**src/design/sata_pkg.sv**
```systemverilog
// ----------------------------------------------------------------------------
// sata_pkg: shared types and constants
// Field widths, request and register codes, controller states and the
// divider result word for the sprite animation tile addresser.
// ----------------------------------------------------------------------------
package sata_pkg;

   localparam int REQ_TYPE_W   = 3;
   localparam int DELTA_W      = 16;
   localparam int TILE_W       = 12;
   localparam int ENTRY_W      = 4;
   localparam int SRC_X_W      = 12;
   localparam int SRC_Y_W      = 22;

   localparam int PERIOD_W     = 16;
   localparam int COUNT_W      = 5;
   localparam int TSIZE_W      = 11;
   localparam int SHEET_W      = 13;
   localparam int ELAPSED_W    = 17;

   localparam int CSR_INDEX_W  = 3;
   localparam int CSR_DATA_W   = 16;

   localparam int DIV_W        = 13;
   localparam int DIV_CNT_W    = $clog2(DIV_W + 1);

   localparam int MUL_STEPS    = 12;
   localparam int MUL_CNT_W    = $clog2(MUL_STEPS + 1);

   typedef enum logic [REQ_TYPE_W-1:0] {
      REQ_TICK        = 3'd0,
      REQ_PLAY        = 3'd1,
      REQ_STOP        = 3'd2,
      REQ_SET_TILE    = 3'd3,
      REQ_WRITE_ENTRY = 3'd4
   } req_kind_type;

   typedef enum logic [CSR_INDEX_W-1:0] {
      CSR_FRAME_PERIOD = 3'd0,
      CSR_LOOP_ENABLE  = 3'd1,
      CSR_FRAME_COUNT  = 3'd2,
      CSR_TILE_WIDTH   = 3'd3,
      CSR_TILE_HEIGHT  = 3'd4,
      CSR_SHEET_WIDTH  = 3'd5
   } csr_addr_type;

   typedef enum logic [2:0] {
      ST_IDLE,
      ST_FETCH,
      ST_DIV_W,
      ST_DIV_T,
      ST_MUL,
      ST_OUT
   } state_type;

   typedef struct packed {
      logic             done;
      logic [DIV_W-1:0] quotient;
      logic [DIV_W-1:0] remainder;
   } div_result_type;

endpackage

```
**src/design/sata_ifs.sv**
```systemverilog
// ----------------------------------------------------------------------------
// sata_ifs: request and response channels
// Valid/ready channels carrying one request word and one response word.
// ----------------------------------------------------------------------------
interface sata_req_if;
   logic                             valid;
   logic                             ready;
   logic [sata_pkg::REQ_TYPE_W-1:0]  req_type;
   logic [sata_pkg::DELTA_W-1:0]     delta;
   logic [sata_pkg::TILE_W-1:0]      tile_value;
   logic [sata_pkg::ENTRY_W-1:0]     entry;

   modport source (output valid, output req_type, output delta, output tile_value,
                   output entry, input ready);
   modport sink   (input valid, input req_type, input delta, input tile_value,
                   input entry, output ready);
endinterface

interface sata_rsp_if;
   logic                          valid;
   logic                          ready;
   logic [sata_pkg::TILE_W-1:0]   tile_index;
   logic [sata_pkg::SRC_X_W-1:0]  src_x;
   logic [sata_pkg::SRC_Y_W-1:0]  src_y;
   logic                          playing;

   modport source (output valid, output tile_index, output src_x, output src_y,
                   output playing, input ready);
   modport sink   (input valid, input tile_index, input src_x, input src_y,
                   input playing, output ready);
endinterface

```
**src/design/sprite_animation_tile_addresser.sv**
```systemverilog
// ----------------------------------------------------------------------------
// sprite_animation_tile_addresser: sprite-sheet animation stepper
// Steps a frame-table animation on tick words and gives the shown tile's
// pixel origin on the sheet.
//
//   channel  dir  handshake          contents
//   req      in   valid/ready        req_type, delta, tile_value, entry
//   rsp      out  valid/ready        tile_index, src_x, src_y, playing
//   csr      in   csr_we, no wait    csr_index, csr_wdata
//
// One rsp word per req word. Each word passes through two 13-step serial
// divisions and a 12-step serial multiply; play, or a tick that advances the
// frame, first reads the frame table.
// A new req word is taken while the previous rsp word waits in its register.
// Synchronous reset; the frame table holds no reset value.
// ----------------------------------------------------------------------------
module sprite_animation_tile_addresser #(
   parameter int MAX_FRAMES = 16
) (
   input  logic                              clock,
   input  logic                              reset,
   sata_req_if.sink                          req,
   sata_rsp_if.source                        rsp,
   input  logic                              csr_we,
   input  logic [sata_pkg::CSR_INDEX_W-1:0]  csr_index,
   input  logic [sata_pkg::CSR_DATA_W-1:0]   csr_wdata
);

   localparam int FP_W  = $clog2(MAX_FRAMES);
   localparam int CNT_W = $clog2(MAX_FRAMES + 1);
   localparam int TW    = sata_pkg::TILE_W;
   localparam int DW    = sata_pkg::DIV_W;
   localparam int YW    = sata_pkg::SRC_Y_W;
   localparam int XW    = sata_pkg::SRC_X_W;

   // configuration
   logic [sata_pkg::PERIOD_W-1:0] period_ff, period_in;
   logic                          loop_ff, loop_in;
   logic [sata_pkg::COUNT_W-1:0]  count_ff, count_in;
   logic [sata_pkg::TSIZE_W-1:0]  tile_w_ff, tile_w_in;
   logic [sata_pkg::TSIZE_W-1:0]  tile_h_ff, tile_h_in;
   logic [sata_pkg::SHEET_W-1:0]  sheet_w_ff, sheet_w_in;

   // animation state
   sata_pkg::state_type            state_ff, state_in;
   logic [sata_pkg::ELAPSED_W-1:0] elapsed_ff, elapsed_in;
   logic [FP_W-1:0]                frame_pos_ff, frame_pos_in;
   logic                           running_ff, running_in;
   logic [TW-1:0]                  shown_tile_ff, shown_tile_in;

   // datapath
   logic [DW-1:0]                  per_row_ff, per_row_in;
   logic [TW-1:0]                  mcol_ff, mcol_in;
   logic [TW-1:0]                  mrow_ff, mrow_in;
   logic [XW-1:0]                  tw_sh_ff, tw_sh_in;
   logic [YW-1:0]                  th_sh_ff, th_sh_in;
   logic [XW-1:0]                  acc_x_ff, acc_x_in;
   logic [YW-1:0]                  acc_y_ff, acc_y_in;
   logic [sata_pkg::MUL_CNT_W-1:0] mcnt_ff, mcnt_in;

   // response register
   logic                           rsp_valid_ff, rsp_valid_in;
   logic [TW-1:0]                  rsp_tile_ff, rsp_tile_in;
   logic [XW-1:0]                  rsp_x_ff, rsp_x_in;
   logic [YW-1:0]                  rsp_y_ff, rsp_y_in;
   logic                           rsp_play_ff, rsp_play_in;

   logic                           req_accept;
   logic [CNT_W-1:0]               used_n;
   logic [DW-1:0]                  divw;
   logic [DW-1:0]                  per_row_q;

   logic                           ram_we;
   logic [FP_W-1:0]                ram_waddr;
   logic [FP_W-1:0]                ram_raddr;
   logic [TW-1:0]                  ram_rdata;

   logic                           div_start;
   logic [DW-1:0]                  div_dividend;
   logic [DW-1:0]                  div_divisor;
   sata_pkg::div_result_type       div_res;

   assign req.ready  = (state_ff == sata_pkg::ST_IDLE);
   assign req_accept = req.valid && req.ready;

   assign rsp.valid      = rsp_valid_ff;
   assign rsp.tile_index = rsp_tile_ff;
   assign rsp.src_x      = rsp_x_ff;
   assign rsp.src_y      = rsp_y_ff;
   assign rsp.playing    = rsp_play_ff;

   assign used_n = (count_ff == '0) ? CNT_W'(1) :
                   (32'(count_ff) > 32'(MAX_FRAMES)) ? CNT_W'(MAX_FRAMES) :
                   CNT_W'(count_ff);
   assign divw      = (tile_w_ff == '0) ? DW'(1) : DW'(tile_w_ff);
   assign per_row_q = (div_res.quotient == '0) ? DW'(1) : div_res.quotient;
   assign ram_waddr = FP_W'(req.entry);

   sata_ram #(
      .WIDTH (TW),
      .DEPTH (MAX_FRAMES)
   ) u_frame_table (
      .clock (clock),
      .we    (ram_we),
      .waddr (ram_waddr),
      .wdata (req.tile_value),
      .raddr (ram_raddr),
      .rdata (ram_rdata)
   );

   sata_div u_div (
      .clock    (clock),
      .reset    (reset),
      .start    (div_start),
      .dividend (div_dividend),
      .divisor  (div_divisor),
      .result   (div_res)
   );

   // register writes
   always_comb begin
      period_in  = period_ff;
      loop_in    = loop_ff;
      count_in   = count_ff;
      tile_w_in  = tile_w_ff;
      tile_h_in  = tile_h_ff;
      sheet_w_in = sheet_w_ff;
      if (csr_we) begin
         unique case (csr_index)
            sata_pkg::CSR_FRAME_PERIOD: period_in  = csr_wdata;
            sata_pkg::CSR_LOOP_ENABLE:  loop_in    = csr_wdata[0];
            sata_pkg::CSR_FRAME_COUNT:  count_in   = csr_wdata[sata_pkg::COUNT_W-1:0];
            sata_pkg::CSR_TILE_WIDTH:   tile_w_in  = csr_wdata[sata_pkg::TSIZE_W-1:0];
            sata_pkg::CSR_TILE_HEIGHT:  tile_h_in  = csr_wdata[sata_pkg::TSIZE_W-1:0];
            sata_pkg::CSR_SHEET_WIDTH:  sheet_w_in = csr_wdata[sata_pkg::SHEET_W-1:0];
            default: ;
         endcase
      end
   end

   // sequencer
   always_comb begin
      logic [sata_pkg::ELAPSED_W-1:0] sum;
      logic [CNT_W-1:0]               next_pos;
      logic                           fetch;

      state_in      = state_ff;
      elapsed_in    = elapsed_ff;
      frame_pos_in  = frame_pos_ff;
      running_in    = running_ff;
      shown_tile_in = shown_tile_ff;
      per_row_in    = per_row_ff;
      mcol_in       = mcol_ff;
      mrow_in       = mrow_ff;
      tw_sh_in      = tw_sh_ff;
      th_sh_in      = th_sh_ff;
      acc_x_in      = acc_x_ff;
      acc_y_in      = acc_y_ff;
      mcnt_in       = mcnt_ff;
      rsp_valid_in  = rsp_valid_ff && !rsp.ready;
      rsp_tile_in   = rsp_tile_ff;
      rsp_x_in      = rsp_x_ff;
      rsp_y_in      = rsp_y_ff;
      rsp_play_in   = rsp_play_ff;
      ram_we        = 1'b0;
      ram_raddr     = '0;
      div_start     = 1'b0;
      div_dividend  = sheet_w_ff;
      div_divisor   = divw;
      fetch         = 1'b0;
      sum           = sata_pkg::ELAPSED_W'(elapsed_ff + sata_pkg::ELAPSED_W'(req.delta));
      next_pos      = CNT_W'(frame_pos_ff) + CNT_W'(1);

      unique case (state_ff)
         sata_pkg::ST_IDLE: begin
            if (req.valid) begin
               case (req.req_type)
                  sata_pkg::REQ_TICK: begin
                     if (running_ff) begin
                        if (sum >= sata_pkg::ELAPSED_W'(period_ff)) begin
                           elapsed_in = '0;
                           fetch      = 1'b1;
                           if (next_pos >= used_n) begin
                              if (loop_ff) begin
                                 frame_pos_in = '0;
                              end else begin
                                 running_in   = 1'b0;
                                 frame_pos_in = FP_W'(used_n - CNT_W'(1));
                              end
                           end else begin
                              frame_pos_in = FP_W'(next_pos);
                           end
                           ram_raddr = frame_pos_in;
                        end else begin
                           elapsed_in = sum;
                        end
                     end
                  end
                  sata_pkg::REQ_PLAY: begin
                     running_in   = 1'b1;
                     frame_pos_in = '0;
                     elapsed_in   = '0;
                     fetch        = 1'b1;
                  end
                  sata_pkg::REQ_STOP: begin
                     running_in = 1'b0;
                  end
                  sata_pkg::REQ_SET_TILE: begin
                     shown_tile_in = req.tile_value;
                  end
                  sata_pkg::REQ_WRITE_ENTRY: begin
                     ram_we = (32'(req.entry) < 32'(MAX_FRAMES));
                  end
                  default: ;
               endcase
               if (fetch) begin
                  state_in = sata_pkg::ST_FETCH;
               end else begin
                  state_in  = sata_pkg::ST_DIV_W;
                  div_start = 1'b1;
               end
            end
         end
         sata_pkg::ST_FETCH: begin
            shown_tile_in = ram_rdata;
            state_in      = sata_pkg::ST_DIV_W;
            div_start     = 1'b1;
         end
         sata_pkg::ST_DIV_W: begin
            if (div_res.done) begin
               per_row_in   = per_row_q;
               div_start    = 1'b1;
               div_dividend = DW'(shown_tile_ff);
               div_divisor  = per_row_q;
               state_in     = sata_pkg::ST_DIV_T;
            end
         end
         sata_pkg::ST_DIV_T: begin
            if (div_res.done) begin
               mrow_in  = div_res.quotient[TW-1:0];
               mcol_in  = div_res.remainder[TW-1:0];
               tw_sh_in = XW'(tile_w_ff);
               th_sh_in = YW'(tile_h_ff);
               acc_x_in = '0;
               acc_y_in = '0;
               mcnt_in  = sata_pkg::MUL_CNT_W'(sata_pkg::MUL_STEPS);
               state_in = sata_pkg::ST_MUL;
            end
         end
         sata_pkg::ST_MUL: begin
            acc_x_in = acc_x_ff + (mcol_ff[0] ? tw_sh_ff : XW'(0));
            acc_y_in = acc_y_ff + (mrow_ff[0] ? th_sh_ff : YW'(0));
            mcol_in  = mcol_ff >> 1;
            mrow_in  = mrow_ff >> 1;
            tw_sh_in = tw_sh_ff << 1;
            th_sh_in = th_sh_ff << 1;
            mcnt_in  = mcnt_ff - sata_pkg::MUL_CNT_W'(1);
            if (mcnt_ff == sata_pkg::MUL_CNT_W'(1)) begin
               state_in = sata_pkg::ST_OUT;
            end
         end
         sata_pkg::ST_OUT: begin
            if (!rsp_valid_ff || rsp.ready) begin
               rsp_valid_in = 1'b1;
               rsp_tile_in  = shown_tile_ff;
               rsp_x_in     = acc_x_ff;
               rsp_y_in     = acc_y_ff;
               rsp_play_in  = running_ff;
               state_in     = sata_pkg::ST_IDLE;
            end
         end
         default: state_in = sata_pkg::ST_IDLE;
      endcase
   end

   always_ff @(posedge clock) begin
      if (reset) begin
         period_ff     <= sata_pkg::PERIOD_W'(100);
         loop_ff       <= 1'b1;
         count_ff      <= sata_pkg::COUNT_W'(1);
         tile_w_ff     <= sata_pkg::TSIZE_W'(16);
         tile_h_ff     <= sata_pkg::TSIZE_W'(16);
         sheet_w_ff    <= sata_pkg::SHEET_W'(256);
         state_ff      <= sata_pkg::ST_IDLE;
         elapsed_ff    <= '0;
         frame_pos_ff  <= '0;
         running_ff    <= 1'b0;
         shown_tile_ff <= '0;
         rsp_valid_ff  <= 1'b0;
      end else begin
         period_ff     <= period_in;
         loop_ff       <= loop_in;
         count_ff      <= count_in;
         tile_w_ff     <= tile_w_in;
         tile_h_ff     <= tile_h_in;
         sheet_w_ff    <= sheet_w_in;
         state_ff      <= state_in;
         elapsed_ff    <= elapsed_in;
         frame_pos_ff  <= frame_pos_in;
         running_ff    <= running_in;
         shown_tile_ff <= shown_tile_in;
         rsp_valid_ff  <= rsp_valid_in;
      end
      per_row_ff  <= per_row_in;
      mcol_ff     <= mcol_in;
      mrow_ff     <= mrow_in;
      tw_sh_ff    <= tw_sh_in;
      th_sh_ff    <= th_sh_in;
      acc_x_ff    <= acc_x_in;
      acc_y_ff    <= acc_y_in;
      mcnt_ff     <= mcnt_in;
      rsp_tile_ff <= rsp_tile_in;
      rsp_x_ff    <= rsp_x_in;
      rsp_y_ff    <= rsp_y_in;
      rsp_play_ff <= rsp_play_in;
   end

   // column must come out below tiles per row
   a_col_range: assert property (@(posedge clock) disable iff (reset)
      (state_ff == sata_pkg::ST_DIV_T && div_res.done) |->
         (div_res.remainder < per_row_ff))
      else $error("column not below tiles per row");

   a_stop_cause: assert property (@(posedge clock)
      $fell(running_ff) |-> $past(req_accept || reset))
      else $error("playing dropped without a request word");

   a_frame_cause: assert property (@(posedge clock) disable iff (reset)
      (frame_pos_ff != $past(frame_pos_ff)) |-> $past(req_accept || reset))
      else $error("frame moved without a request word");

   a_rsp_source: assert property (@(posedge clock) disable iff (reset)
      $rose(rsp_valid_ff) |-> $past(state_ff == sata_pkg::ST_OUT))
      else $error("response word raised outside output state");

endmodule

```
**src/design/sata_ram.sv**
```systemverilog
// ----------------------------------------------------------------------------
// sata_ram: generic single-write, single-read RAM
// One write port, one read port with registered read data.
// ----------------------------------------------------------------------------
module sata_ram #(
   parameter int WIDTH = 12,
   parameter int DEPTH = 16
) (
   input  logic                     clock,
   input  logic                     we,
   input  logic [$clog2(DEPTH)-1:0] waddr,
   input  logic [WIDTH-1:0]         wdata,
   input  logic [$clog2(DEPTH)-1:0] raddr,
   output logic [WIDTH-1:0]         rdata
);

   logic [WIDTH-1:0] mem_ff [DEPTH];
   logic [WIDTH-1:0] rdata_ff;

   always_ff @(posedge clock) begin
      if (we) begin
         mem_ff[waddr] <= wdata;
      end
      rdata_ff <= mem_ff[raddr];
   end

   assign rdata = rdata_ff;

endmodule

```
**src/design/sata_div.sv**
```systemverilog
// ----------------------------------------------------------------------------
// sata_div: bit-serial restoring divider
// One quotient bit per cycle; done is high for one cycle after the last step.
// ----------------------------------------------------------------------------
module sata_div (
   input  logic                           clock,
   input  logic                           reset,
   input  logic                           start,
   input  logic [sata_pkg::DIV_W-1:0]     dividend,
   input  logic [sata_pkg::DIV_W-1:0]     divisor,
   output sata_pkg::div_result_type       result
);

   localparam int W = sata_pkg::DIV_W;

   logic                            busy_ff, busy_in;
   logic [sata_pkg::DIV_CNT_W-1:0]  cnt_ff, cnt_in;
   logic [W-1:0]                    rem_ff, rem_in;
   logic [W-1:0]                    quo_ff, quo_in;
   logic [W-1:0]                    dsr_ff, dsr_in;
   logic [W:0]                      trial;
   logic [W+1:0]                    diff;

   assign trial = {rem_ff, quo_ff[W-1]};
   assign diff  = {1'b0, trial} - {2'b00, dsr_ff};

   always_comb begin
      busy_in = busy_ff;
      cnt_in  = cnt_ff;
      rem_in  = rem_ff;
      quo_in  = quo_ff;
      dsr_in  = dsr_ff;
      if (start) begin
         busy_in = 1'b1;
         cnt_in  = sata_pkg::DIV_CNT_W'(W);
         rem_in  = '0;
         quo_in  = dividend;
         dsr_in  = divisor;
      end else if (busy_ff) begin
         if (cnt_ff != '0) begin
            cnt_in = cnt_ff - sata_pkg::DIV_CNT_W'(1);
            rem_in = diff[W+1] ? trial[W-1:0] : diff[W-1:0];
            quo_in = {quo_ff[W-2:0], ~diff[W+1]};
         end else begin
            busy_in = 1'b0;
         end
      end
   end

   always_ff @(posedge clock) begin
      if (reset) begin
         busy_ff <= 1'b0;
         cnt_ff  <= '0;
      end else begin
         busy_ff <= busy_in;
         cnt_ff  <= cnt_in;
      end
      rem_ff <= rem_in;
      quo_ff <= quo_in;
      dsr_ff <= dsr_in;
   end

   assign result.done      = busy_ff && (cnt_ff == '0);
   assign result.quotient  = quo_ff;
   assign result.remainder = rem_ff;

endmodule

```
**src/flat_wrapper.sv**
```systemverilog
// flat-port wrapper written by rule: the top's interface ports become plain ports
module sprite_animation_tile_addresser_flat 
#(
   parameter int MAX_FRAMES = 16
)
  (clock, reset, csr_we, csr_index, csr_wdata, req_valid, req_req_type, req_delta, req_tile_value, req_entry, req_ready, rsp_valid, rsp_tile_index, rsp_src_x, rsp_src_y, rsp_playing, rsp_ready);
  sata_req_if req_i ();
  sata_rsp_if rsp_i ();
  input  logic clock;
  input  logic reset;
  input  logic csr_we;
  input  logic [sata_pkg::CSR_INDEX_W-1:0] csr_index;
  input  logic [sata_pkg::CSR_DATA_W-1:0] csr_wdata;
  input wire logic [$bits(req_i.valid)-1:0] req_valid;
  input wire logic [$bits(req_i.req_type)-1:0] req_req_type;
  input wire logic [$bits(req_i.delta)-1:0] req_delta;
  input wire logic [$bits(req_i.tile_value)-1:0] req_tile_value;
  input wire logic [$bits(req_i.entry)-1:0] req_entry;
  output wire logic [$bits(req_i.ready)-1:0] req_ready;
  output wire logic [$bits(rsp_i.valid)-1:0] rsp_valid;
  output wire logic [$bits(rsp_i.tile_index)-1:0] rsp_tile_index;
  output wire logic [$bits(rsp_i.src_x)-1:0] rsp_src_x;
  output wire logic [$bits(rsp_i.src_y)-1:0] rsp_src_y;
  output wire logic [$bits(rsp_i.playing)-1:0] rsp_playing;
  input wire logic [$bits(rsp_i.ready)-1:0] rsp_ready;
  assign req_i.valid = req_valid;
  assign req_i.req_type = req_req_type;
  assign req_i.delta = req_delta;
  assign req_i.tile_value = req_tile_value;
  assign req_i.entry = req_entry;
  assign req_ready = req_i.ready;
  assign rsp_valid = rsp_i.valid;
  assign rsp_tile_index = rsp_i.tile_index;
  assign rsp_src_x = rsp_i.src_x;
  assign rsp_src_y = rsp_i.src_y;
  assign rsp_playing = rsp_i.playing;
  assign rsp_i.ready = rsp_ready;
  sprite_animation_tile_addresser #(.MAX_FRAMES(MAX_FRAMES)) u_core (.clock(clock), .reset(reset), .req(req_i), .rsp(rsp_i), .csr_we(csr_we), .csr_index(csr_index), .csr_wdata(csr_wdata));
endmodule
```
**config.mk**
```make
export PLATFORM = sky130hd
export DESIGN_NAME = sprite_animation_tile_addresser_flat
export DESIGN_NICKNAME = d
export VERILOG_FILES = /design/src/design/sata_pkg.sv /design/src/design/sata_ifs.sv /design/src/design/sprite_animation_tile_addresser.sv /design/src/design/sata_ram.sv /design/src/design/sata_div.sv /design/src/flat_wrapper.sv
export SDC_FILE = /design/constraint.sdc
export NUM_CORES = 1
export LEC_CHECK = 0
export BUFFER_PORTS_ARGS = -buffer_cell sky130_fd_sc_hd__buf_4
export CAP_MARGIN = 20
export CORE_ASPECT_RATIO = 1.4
export CORE_MARGIN = 5
export CORE_UTILIZATION = 65
export DETAILED_ROUTE_END_ITERATION = 16
export GPL_ROUTABILITY_DRIVEN = 0
export GPL_TIMING_DRIVEN = 0
export PLACE_DENSITY = 0.93
export SLEW_MARGIN = 20
export SYNTH_ARGS = -nofsm -noshare
export SYNTH_HDL_FRONTEND = slang
export SYNTH_SLANG_ARGS = --single-unit
```
**constraint.sdc**
```tcl
create_clock -name clock -period 10 [get_ports clock]
set_input_delay 1 -clock clock [delete_from_list [all_inputs] [get_ports clock]]
set_output_delay 1 -clock clock [all_outputs]
set_load 0.05 [all_outputs]
```
==> results.yml <==
critical_path:
  cpPeakStageDelay_ns: 0.78
  crit_fanout: 10
  cp-startpoint: "req_delta[5]"
  reg2reg_depth: 22
  path_buf_inv: 3
  cp-end-kind: "flop"
  required_ns: 10.49
  start_kind: "primary input"
  cp_slowest_cell: "a221oi_1"
  r2r_slack_ns: 3.83
  reg2reg_from: "u_core.elapsed_ff[1]$_SDFFE_PP0P_"
  crit_chain: "buf_4 > ha_1 > a21o_1 > or3_1 > o21ai_0 > o21bai_1 > or4_1 > o311ai_0 > xnor2_1 > ha_1 > a2111oi_0 > o21ai_1 > a211oi_1 > nand2b_1 > a21oi_1 > a2bb2oi_4 > buf_4 > nor3_1 > buf_2 > a221oi_1 > o221ai_1 > nor3_1"
  path_class: "in2reg"
  regToRegEndpoint: "u_core.u_frame_table.rdata[7]$_DFF_P_"
  crit_family: "compound AO/OA/AOI/OAI gates"
  crit_arrival_ns: 6.87
detailed_routing:
  wl_per_cell_um: 22.03
  postRouteAntennaNets: 0
  vias_per_cell: 6.289
  drc_errors: 0
  drt_wl_total_um: 56320
  firstDrtPassIters: 8
  vias: 16075
  first_iter_violations: 1980
synthesis:
  ys_types: 75
  async_flop_share: 0
  synth_seq_cells: 486
  yosys.area.top_type: "edfxtp_1"
  ys.flop_type: "edfxtp_1"
  synthCells: 1917
  syn_area_mm2: 0.02206
  synth_top_area_share: 0.4914
  synth_edf_count: 361
  yosysWarnings: 0
  synth_area_leaders: "edfxtp_1 (49%), dfxtp_1 (11%), nand2_1 (5.3%), ha_1 (5.0%), mux2i_1 (3.4%)"
  seq_area_frac_synth: 0.6048
  avgSynthCellArea_um2: 11.51
  synth_nets: 2068
placement:
  dp_slack_ns: 3.151
  hpwl_um: 38960
  portBuffers: 106
worst_hold_path:
  hold_path_end: "u_core.sheet_w_ff[0]$_SDFFE_PP0P_"
  min_from: "u_core.sheet_w_ff[0]$_SDFFE_PP0P_"
  hp-class: "reg2reg"
  min_path_cells: 2
sta:
  tightest_slew_ns: 1.100
  finalWorstSetupSlack_ns: 3.616
  fin_crit_sh: 0.6384
  slew_headroom: 0.2638
  finalHoldViolations: 0
  skew_ns: 0.02970
  slew_violations: 0
  rsz0062_at_grt: "no"
  setup_viol_count_final: 0
  period_needed_ns: 6.384
  fmax_mhz: 156.6
  fin_tns_setup_ns: 0
global_routing:
  grt_pass1_wl_um: 86470
  grt_usage: 0.2875
  grt_pass1_vias: 16272
  grt_max_degree: 57
  grt_overflow: 0
  antenna_found_initial: 2
cts:
  cts_setup_buffers: 0
  cts-resized-gates: 0
  clkTransAtPathRegs_ns: 0.07
  clock_latency_ns: 0.57
  cts_root_buf: "clkbuf_16"
  clock_sinks: 486
  htree_num_levels: 2
  ctsHoldBuffers: 0
  cts_tree: "yes"
  cts_buffers: 42
  clock_path_buffers: 3
power_and_ir_drop:
  power.leakage_nw: 9.073
  intPower_mw: 3.457
  p_switching_mw: 1.300
  combPwrFrac: 0.153
  p_seq_frac: 0.501
  clkPwrFrac: 0.347
  vdd_drop_max_uv: 200.7
  powerDensity_mw_per_mm2: 190.6
  sw_frac_of_total: 0.2733
floorplan:
  fp.dieH_um: 228.0
  dieWidth_um: 165.7
  core-area_mm2: 0.03341
  placementRows: 79
  dieArea_mm2: 0.03778
  initial_utilization: 0.6603
  ios: 108
final_layout:
  fillers: 1962
  drive_gt1_frac: 0.1232
  syn_to_final_growth_pct: 13.17
  final_nets: 2227
run:
  max-cap-violations: 0
outcome:
  status: "completed"
## placed cells by master, fill, tap and decap left out, drive strengths merged, types with 9 or more instances in the layout
cell type  synthesis  final
and3              16     16
edfxtp           361    361
nor2             194    194
nor4               9      9
a22oi             16     16
nand3             17     17
a211oi            33     33
mux2i             74     74
xnor2             30     30
o21a              15     15
and2              41     41
o221ai            12     12
clkbuf            64    110
nor2b             20     20
buf               14    129
xor2              22     22
clkinv             0     19
nand2            311    311
ha                88     88
nand2b            26     26
a21o               9      9
a21oi            111    111
inv               60     63
o21ai             50     50
mux2              35     35
nor3              47     47
dfxtp            125    125
## synthesized netlist by cell type (all sizes together) (16+ instances only)
cell,n
a211oi,33
a21oi,111
a22oi,16
and2,41
and3,16
clkbuf,64
dfxtp,125
edfxtp,361
ha,88
inv,60
mux2,35
mux2i,74
nand2,311
nand2b,26
nand3,17
nor2,194
nor2b,20
nor3,47
o21ai,50
xnor2,30
xor2,22
## metal layers
layer / vias up / global-route usage / share of wire
met5: - / 0 / 0.00021
met1: 7668 / 0.3106 / 0.33
met4: 2 / 0.1769 / 0.072
met2: 928 / 0.5238 / 0.52
met3: 244 / 0.04689 / 0.076
li1: 7233 / - / -
## area by class of cell
cell class / instances / area [µm²] / share of cell area
buffer: 78 / 327.8 / 0.01313
sequential: 486 / 13340 / 0.5344
clock inverter: 32 / 287.8 / 0.01153
timing repair buffer: 115 / 915.9 / 0.03668
clock buffer: 46 / 1087 / 0.04355
multi-input combinational: 1293 / 8222 / 0.3293
inverter: 60 / 225.2 / 0.009020
tap: 445 / 556.8 / 0.02230
antenna: 1 / 2.502 / 0.0001002
## registers in the layout, summed over array words and instances (netlist names), 13 cells and up
name                         cells
u_core.acc_y_ff                 22
u_core.elapsed_ff               17
u_core.period_ff                16
u_core.rsp.src_y                22
u_core.sheet_w_ff               13
u_core.th_sh_ff                 22
u_core.u_div.dsr_ff             13
u_core.u_div.quo_ff             13
u_core.u_div.rem_ff             13
u_core.u_frame_table.mem_ff    192
## power by group through the flow
stage / registers, mW / clock network (mW) / logic [mW]
after floorplan: 2.39 / 0 / 0.504
after global placement: 2.42 / 0 / 0.648
after detailed placement: 2.42 / 0 / 0.692
after CTS: 2.38 / 1.65 / 0.707
after global routing: 2.39 / 1.73 / 0.796
final: 2.38 / 1.65 / 0.727
## per-stage QoR
step | total power, mW | std cells | hold WS (ns) | utilization | instance area, µm²
after floorplan | 2.893 | 1917 | 0.4306 | - | 22060
after global placement | 3.065 | 2468 | 0.4400 | 0.7008 | 23410
after detailed placement | 3.111 | 2476 | 0.4465 | 0.7052 | 23560
after CTS | 4.730 | 2554 | 0.4559 | 0.7464 | 24940
after global routing | 4.916 | 2555 | 0.4756 | 0.7472 | 24970
final | 4.758 | 2556 | 0.4571 | 0.7473 | 24970
## kinds of logic (layout without fill, tap and decap cells)
kind of cell / after synthesis / count (layout) / share of synthesized area
other cells: 0 / 1 / 0
xor+xnor: 52 / 52 / 0.02064
fa+ha+maj: 92 / 92 / 0.05354
simple gates: 721 / 721 / 0.1480
flops: 486 / 486 / 0.6048
buf+inv: 138 / 331 / 0.02501
compound gates: 319 / 319 / 0.09653
mux: 109 / 109 / 0.05144
## worst reg2reg max path, cell delays in order (launching register included)
cell	delay [ns]
dfxtp_1	0.38
ha_1	0.24
a21o_1	0.17
a21oi_1	0.26
a21oi_1	0.15
o21ai_0	0.38
o21bai_1	0.14
or4_1	0.40
o311ai_0	0.13
xnor2_1	0.17
ha_1	0.24
a2111oi_0	0.40
o21ai_1	0.16
a211oi_1	0.28
nand2b_1	0.09
a21oi_1	0.25
a2bb2oi_4	0.33
buf_4	0.26
nor3_1	0.10
buf_2	0.23
a221oi_1	0.78
o221ai_1	0.30
nor3_1	0.26
## worst max path at each step
stage / end / slack (ns) / depth (start not counted)
2_1_floorplan: u_core.u_div.dsr_ff[0]$_DFFE_PP_ / 4.47 / 19
3_3_place_gp: u_core.u_frame_table.rdata[7]$_DFF_P_ / 3.44 / 22
3_5_place_dp: u_core.u_frame_table.rdata[7]$_DFF_P_ / 3.15 / 22
4_1_cts: u_core.u_frame_table.rdata[7]$_DFF_P_ / 3.73 / 22
5_1_grt: u_core.u_frame_table.rdata[7]$_DFF_P_ / 3.31 / 23
6_report: u_core.u_frame_table.rdata[7]$_DFF_P_ / 3.62 / 22
No activity file was read; power rests on OpenSTA's default activity.
